==> config.mk <==
export PLATFORM = sky130hd
export DESIGN_NAME = ascii85_tuple_encoder
export DESIGN_NICKNAME = d
export VERILOG_FILES = /design/src/rtl/core/a85_pkg.sv /design/src/rtl/core/a85_front.sv /design/src/rtl/core/a85_queue.sv /design/src/rtl/core/a85_back.sv /design/src/rtl/core/ascii85_tuple_encoder.sv
export SDC_FILE = /design/constraint.sdc
export NUM_CORES = 1
export LEC_CHECK = 0
export BUFFER_PORTS_ARGS = -buffer_cell sky130_fd_sc_hd__buf_2
export CORE_MARGIN = 5
export CORE_UTILIZATION = 66
export CTS_CLUSTER_DIAMETER = 40
export DETAILED_ROUTE_END_ITERATION = 8
export MAX_ROUTING_LAYER = met4
export PLACE_DENSITY_LB_ADDON = 0.2
export SETUP_SLACK_MARGIN = 0.3
export SLEW_MARGIN = 20
export SYNTH_ARGS = -nofsm -noshare
export SYNTH_HDL_FRONTEND = slang
export SYNTH_HIERARCHICAL = 1
export SYNTH_SLANG_ARGS = --single-unit
==> constraint.sdc <==
create_clock -name clk -period 9.79 [get_ports clk]
set_clock_uncertainty 0.2 [all_clocks]
set_input_delay 1.958 -clock clk [delete_from_list [all_inputs] [get_ports clk]]
set_output_delay 1.958 -clock clk [all_outputs]
set_load 0.005 [all_outputs]
==> src/rtl/core/a85_pkg.sv <==
// Shared types and constants for the ascii85 tuple encoder.
package a85_pkg;

	localparam int unsigned A85_WORD_W  = 32;
	localparam int unsigned A85_CHAR_W  = 7;
	localparam int unsigned A85_PROD_W  = 64;
	localparam int unsigned A85_SHIFT   = 38;
	localparam int unsigned A85_QUOT_W  = A85_PROD_W - A85_SHIFT;
	localparam int unsigned A85_QDEPTH  = 2;
	localparam int unsigned A85_QPTR_W  = 1;
	localparam int unsigned A85_QCNT_W  = 2;
	localparam int unsigned A85_DIGITS  = 5;
	localparam int unsigned A85_DCNT_W  = 3;

	localparam logic [A85_WORD_W-1:0] A85_RECIP     = 32'd3233857729;
	localparam logic [A85_CHAR_W-1:0] A85_BASE      = 7'd85;
	localparam logic [A85_CHAR_W-1:0] A85_OFFSET    = 7'd33;
	localparam logic [A85_CHAR_W-1:0] A85_ZERO_CHAR = 7'd122;

	typedef struct packed {
		logic [A85_WORD_W-1:0] value;
		logic                  zero;
	} a85_entry_t;

	typedef struct packed {
		logic       valid;
		a85_entry_t entry;
	} a85_head_t;

endpackage

==> src/rtl/core/a85_front.sv <==
// Front end: accepts input beats, swaps bytes and flags all-zero words.
module a85_front (
	input  logic                           in_valid,
	output logic                           in_stall,
	input  logic [a85_pkg::A85_WORD_W-1:0] word,
	input  logic                           full,
	output logic                           push,
	output a85_pkg::a85_entry_t            entry
);

	always_comb begin
		entry.value = {word[7:0], word[15:8], word[23:16], word[31:24]};
		entry.zero  = (word == '0);
		in_stall    = full;
		push        = in_valid && !full;
	end

endmodule

==> src/rtl/core/a85_queue.sv <==
// Two-entry queue between the front end and the digit back end.
module a85_queue (
	input  logic                clk,
	input  logic                arst_n,
	input  logic                push,
	input  a85_pkg::a85_entry_t entry,
	output logic                full,
	input  logic                pop,
	output a85_pkg::a85_head_t  head
);

	a85_pkg::a85_entry_t                 mem_q [a85_pkg::A85_QDEPTH];
	logic [a85_pkg::A85_QPTR_W-1:0]      wr_ptr_q;
	logic [a85_pkg::A85_QPTR_W-1:0]      rd_ptr_q;
	logic [a85_pkg::A85_QCNT_W-1:0]      count_q;

	always_comb begin
		full       = (count_q == a85_pkg::A85_QCNT_W'(a85_pkg::A85_QDEPTH));
		head.valid = (count_q != '0);
		head.entry = mem_q[rd_ptr_q];
	end

	always_ff @(posedge clk or negedge arst_n) begin
		if (!arst_n) begin
			wr_ptr_q <= '0;
			rd_ptr_q <= '0;
			count_q  <= '0;
		end else begin
			if (push) begin
				wr_ptr_q <= wr_ptr_q + 1'b1;
			end
			if (pop) begin
				rd_ptr_q <= rd_ptr_q + 1'b1;
			end
			if (push && !pop) begin
				count_q <= count_q + 1'b1;
			end else if (pop && !push) begin
				count_q <= count_q - 1'b1;
			end
		end
	end

	always_ff @(posedge clk) begin
		if (push) begin
			mem_q[wr_ptr_q] <= entry;
		end
	end

endmodule

==> src/rtl/core/a85_back.sv <==
// Back end: base-85 digit unit and output character serializer.
module a85_back (
	input  logic                           clk,
	input  logic                           arst_n,
	input  a85_pkg::a85_head_t             head,
	output logic                           pop,
	output logic                           out_valid,
	input  logic                           out_stall,
	output logic [a85_pkg::A85_CHAR_W-1:0] character,
	output logic                           last
);

	logic                                 busy_q;
	logic [1:0]                           cnt_q;
	logic [a85_pkg::A85_PROD_W-1:0]       prod_q;
	logic [a85_pkg::A85_WORD_W-1:0]       vprev_q;
	logic [a85_pkg::A85_CHAR_W-1:0]       lo_q [3];
	logic [a85_pkg::A85_CHAR_W-1:0]       ser_q [a85_pkg::A85_DIGITS];
	logic [a85_pkg::A85_DCNT_W-1:0]       rem_q;

	logic [a85_pkg::A85_QUOT_W-1:0]       quot;
	logic [a85_pkg::A85_CHAR_W-1:0]       quot7;
	logic [a85_pkg::A85_CHAR_W-1:0]       digit;
	logic                                 ser_free;
	logic                                 out_take;
	logic                                 start;
	logic                                 zstart;
	logic                                 step;
	logic                                 finish;

	always_comb begin
		quot     = prod_q[a85_pkg::A85_PROD_W-1:a85_pkg::A85_SHIFT];
		quot7    = quot[a85_pkg::A85_CHAR_W-1:0];
		digit    = vprev_q[a85_pkg::A85_CHAR_W-1:0]
			- a85_pkg::A85_CHAR_W'(quot7 * a85_pkg::A85_BASE);
		out_take = (rem_q != '0) && !out_stall;
		ser_free = (rem_q == '0) || (out_take && rem_q == a85_pkg::A85_DCNT_W'(1));
		start    = head.valid && !busy_q && !head.entry.zero;
		zstart   = head.valid && !busy_q && head.entry.zero && ser_free;
		step     = busy_q && (cnt_q != 2'd3);
		finish   = busy_q && (cnt_q == 2'd3) && ser_free;
		pop      = start || zstart;
	end

	always_comb begin
		out_valid = (rem_q != '0);
		character = ser_q[0];
		last      = (rem_q == a85_pkg::A85_DCNT_W'(1));
	end

	always_ff @(posedge clk or negedge arst_n) begin
		if (!arst_n) begin
			busy_q <= 1'b0;
			cnt_q  <= '0;
			rem_q  <= '0;
		end else begin
			if (start) begin
				busy_q <= 1'b1;
				cnt_q  <= '0;
			end else if (finish) begin
				busy_q <= 1'b0;
			end else if (step) begin
				cnt_q <= cnt_q + 1'b1;
			end
			if (zstart) begin
				rem_q <= a85_pkg::A85_DCNT_W'(1);
			end else if (finish) begin
				rem_q <= a85_pkg::A85_DCNT_W'(a85_pkg::A85_DIGITS);
			end else if (out_take) begin
				rem_q <= rem_q - 1'b1;
			end
		end
	end

	always_ff @(posedge clk) begin
		if (start) begin
			prod_q  <= a85_pkg::A85_PROD_W'(head.entry.value)
				* a85_pkg::A85_PROD_W'(a85_pkg::A85_RECIP);
			vprev_q <= head.entry.value;
		end else if (step) begin
			prod_q  <= a85_pkg::A85_PROD_W'(quot)
				* a85_pkg::A85_PROD_W'(a85_pkg::A85_RECIP);
			vprev_q <= a85_pkg::A85_WORD_W'(quot);
			lo_q[0] <= digit;
			lo_q[1] <= lo_q[0];
			lo_q[2] <= lo_q[1];
		end
	end

	always_ff @(posedge clk) begin
		if (zstart) begin
			ser_q[0] <= a85_pkg::A85_ZERO_CHAR;
		end else if (finish) begin
			ser_q[0] <= quot7 + a85_pkg::A85_OFFSET;
			ser_q[1] <= digit + a85_pkg::A85_OFFSET;
			ser_q[2] <= lo_q[0] + a85_pkg::A85_OFFSET;
			ser_q[3] <= lo_q[1] + a85_pkg::A85_OFFSET;
			ser_q[4] <= lo_q[2] + a85_pkg::A85_OFFSET;
		end else if (out_take) begin
			for (int i = 0; i < a85_pkg::A85_DIGITS - 1; i++) begin
				ser_q[i] <= ser_q[i+1];
			end
			ser_q[a85_pkg::A85_DIGITS-1] <= a85_pkg::A85_ZERO_CHAR;
		end
	end

endmodule

==> src/rtl/core/ascii85_tuple_encoder.sv <==
// Top level of the ascii85 tuple encoder: front end, queue and digit back end.
// A nonzero word passes the queue, the digit unit and the serializer before its first
// character can be taken; an all-zero 'z' goes from the queue to the serializer.
// Throughput is set by the shared reciprocal multiply unit (one base-85 digit per
// cycle, held while the serializer is busy) and the one-character output port.
// Reset clears the queue, the digit unit and the output count; no clearing pass.
module ascii85_tuple_encoder (
	input  logic                           clk,
	input  logic                           arst_n,
	input  logic                           in_valid,
	output logic                           in_stall,
	input  logic [a85_pkg::A85_WORD_W-1:0] word,
	output logic                           out_valid,
	input  logic                           out_stall,
	output logic [a85_pkg::A85_CHAR_W-1:0] character,
	output logic                           last
);

	a85_pkg::a85_entry_t entry;
	a85_pkg::a85_head_t  head;
	logic                push;
	logic                pop;
	logic                full;

	a85_front u_front (
		.in_valid (in_valid),
		.in_stall (in_stall),
		.word     (word),
		.full     (full),
		.push     (push),
		.entry    (entry)
	);

	a85_queue u_queue (
		.clk    (clk),
		.arst_n (arst_n),
		.push   (push),
		.entry  (entry),
		.full   (full),
		.pop    (pop),
		.head   (head)
	);

	a85_back u_back (
		.clk       (clk),
		.arst_n    (arst_n),
		.head      (head),
		.pop       (pop),
		.out_valid (out_valid),
		.out_stall (out_stall),
		.character (character),
		.last      (last)
	);

endmodule

==> flow_metrics.tcl <==
set metrics [dict create \
    crit_top_cell "ha_1" \
    synth_area_um2 24800 \
    wl_um 61300 \
    start_util 0.664 \
    place_congestion 1.08 \
    cts_root_buffer "clkbuf_16" \
    crit_path_max_fanout 26 \
    dp.final_hpwl_um 53600 \
    grt_start_max_net_pins 38 \
    path_class "reg -> reg" \
    setup_slack_ns 1.73 \
    die_w_um 204 \
    worst-r2r-setup-slack_ns 1.73 \
    post-place-ws_ns 1.78 \
    hold_slack_ns 0.293 \
    synthFlopType "edfxtp_1" \
    setup_viol 0 \
    synth-seq-cells 165 \
    clk_latency_ns 0.45 \
    drc 0 \
    final_common_cell "inv_1" \
    synth_area_per_cell_um2 10.3 \
    core_um2 37400 \
    fmax_mhz 124 \
    yosys.area.top_type "ha_1" \
    status "finished, final reports clean" \
    seq_area_frac_synth 0.198 \
    hold_path.class "reg -> reg" \
    clock-sinks 165 \
    cap_viol_max_count 0 \
    finalCritPeriodShare 0.823 \
    crit_chain "buf_4 -> mux2_2 -> ha_1 -> ha_1 -> inv_1 -> fa_1 -> inv_1 -> fa_1 -> inv_1 -> fa_1 -> fa_1 -> inv_1 -> ha_1 -> ha_1 -> ha_1 -> and4_1 -> nand3_1 -> or3_1 -> o32ai_1 -> o21bai_1 -> a211oi_2 -> o21a_1 -> o21a_1 -> nor3_1" \
    num_vias 17000 \
    syn-num-nets 3253 \
    start_kind "flop" \
    synth_top_area_share 0.270 \
    cts_made_buffers 17 \
    cts-htree-levels 4 \
    postCtsHoldBufs 0 \
    critPathCaptureType "flop" \
    rows 71 \
    most-common-layout-cells "inv_1, ha_1, fa_1, edfxtp_1, nand2_1" \
    diodes 0 \
    drt_first_pass_iters 8 \
    cts.repair.resized 0 \
    tns_ns 0 \
    relSlewSlack 0.266 \
    required_ns 9.76 \
    synthArstFlopShare 0.0606 \
    yosysUniqueCellTypes 76 \
    synth_edf_count 155 \
    clk_path_buf_depth 2 \
    cts_setup_buffers 0 \
    netlist_top_cells_area "ha_1, fa_1, edfxtp_1" \
    hold_viol 0 \
    viasPerCell 5.79 \
    stdcell_count 2936 \
    drive_gt1_frac 0.0594 \
    ant_nets 0 \
    crit_slowest_cell "fa_1" \
    fill_cells 2894 \
    yosysWarningCount 6 \
    fp.dieH_um 204 \
    rsz0062_at_grt "false" \
    post_drt_wl_per_cell_um 20.9 \
    nets 3256 \
    min_period_ns 8.06 \
    grt_pass1_wl_um 96700 \
    io_pins 46 \
    grt_overflow_total 0 \
    antenna_found_initial 0 \
    arrival_ns 8.03 \
    port_buffers 45 \
    cts_tree "built" \
    dp.cells 2904 \
    worst_pin_slew_ns 1.09 \
    cts.clk_slew.worst_paths_ns 0.07 \
    dieArea_um2 41600 \
    track_usage 0.312 \
    syn_inst 2409 \
    drt-initial-drc-count 999 \
    area_delta_synth_final_pct 4.23 \
    worst_path_largest_cell_delay_ns 0.57 \
    drv_slew 0 \
    grt_pass1_vias 18100 \
]
[final timing paths]
| check | startpoint | to | cells past startpoint |
|---|---|---|---|
| min | u_back/lo_q[0][8] | u_back/lo_q[0][15] | 0 |
| max in group asynchronous | arst_n | u_queue/rd_ptr_q | 1 |
| max | u_queue/rd_ptr_q | u_back/prod_q[59] | 24 |
| max reg2reg | u_queue/rd_ptr_q | u_back/prod_q[59] | 24 |
| min in group asynchronous | arst_n | u_queue/count_q[0] | 1 |
| min reg2reg | u_back/lo_q[0][8] | u_back/lo_q[0][15] | 0 |
[routing by layer]
| metal | routed length (µm) | GRT usage |
|---|---|---|
| met1 | 24700 | 0.368 |
| met2 | 30800 | 0.537 |
| met3 | 2230 | 0.0301 |
| met4 | 3570 | 0.156 |
| met5 | 0 | - |
[area by class of cell]
cell class	count	area, µm²	area share
clock buffers	17	425	0.0164
clock inverters	15	161	0.00624
inverters	558	2090	0.0809
multi-input cells	1618	17400	0.671
flip-flops and latches	165	4910	0.190
well taps	511	639	0.0247
repair buffers	52	278	0.0107
[metrics by stage]
stage          utilization  cell area [µm²]
5_1_grt              0.692            25900
6_report             0.692            25900
3_5_place_dp         0.676            25300
2_1_floorplan            -            24800
4_1_cts              0.692            25900
3_3_place_gp         0.676            25300
[cell families after synthesis]
family,after synthesis,synth area share
AOI/OAI and AO/OA,347,0.0899
xor gates and xnor gates,86,0.0303
adders and majority gates,808,0.489
buffers and inverters,626,0.103
DFF,165,0.198
muxes,43,0.0235
and+or+nand+nor,334,0.0665
[synth_stat cells (6+ instances only)]
cell       count
buf_4         40
mux2_2         6
o21bai_1       7
or3_1         10
inv_1        558
a21o_1        51
and2_1         7
nor2_1        53
a211oi_1      13
o21ai_0       67
and3_1        16
ha_1         536
nor3_1        17
mux2_4        29
xnor2_1       49
nor4_1        12
o2111ai_1      7
mux2i_1        8
xor2_1        37
a21oi_1      109
nand2b_1      13
nor2b_1        9
dfrtp_1       10
fa_1         272
nand2_1      119
nand3_1       33
o21a_1         8
a31oi_1       15
edfxtp_1     155
clkbuf_1      24
o211ai_1      16
nand4_1       21
[worst max-delay path: cells and delay by family, from the launching register on]
family	cells	cell delay [ns]
muxes	1	0.48
and+or+nand+nor	4	0.76
buffers and inverters	5	0.71
AOI/OAI and AO/OA	5	1.33
DFF	1	0.55
adders and majority gates	9	3.73
[state kept, by name (all words and copies together), names as in the netlist]
register	flops
u_back/vprev_q	7
u_queue/rd_ptr_q	1
u_queue/wr_ptr_q	1
u_back/prod_q	26
u_back/busy_q	1
u_back/lo_q	21
u_queue/count_q	2
u_queue/mem_q	66
u_back/cnt_q	2
u_back/ser_q	35
u_back/rem_q	3
Power is left out: the tool's default activity adds up to more than one toggle a clock period on the data nets, which glitch-free logic cannot reach.
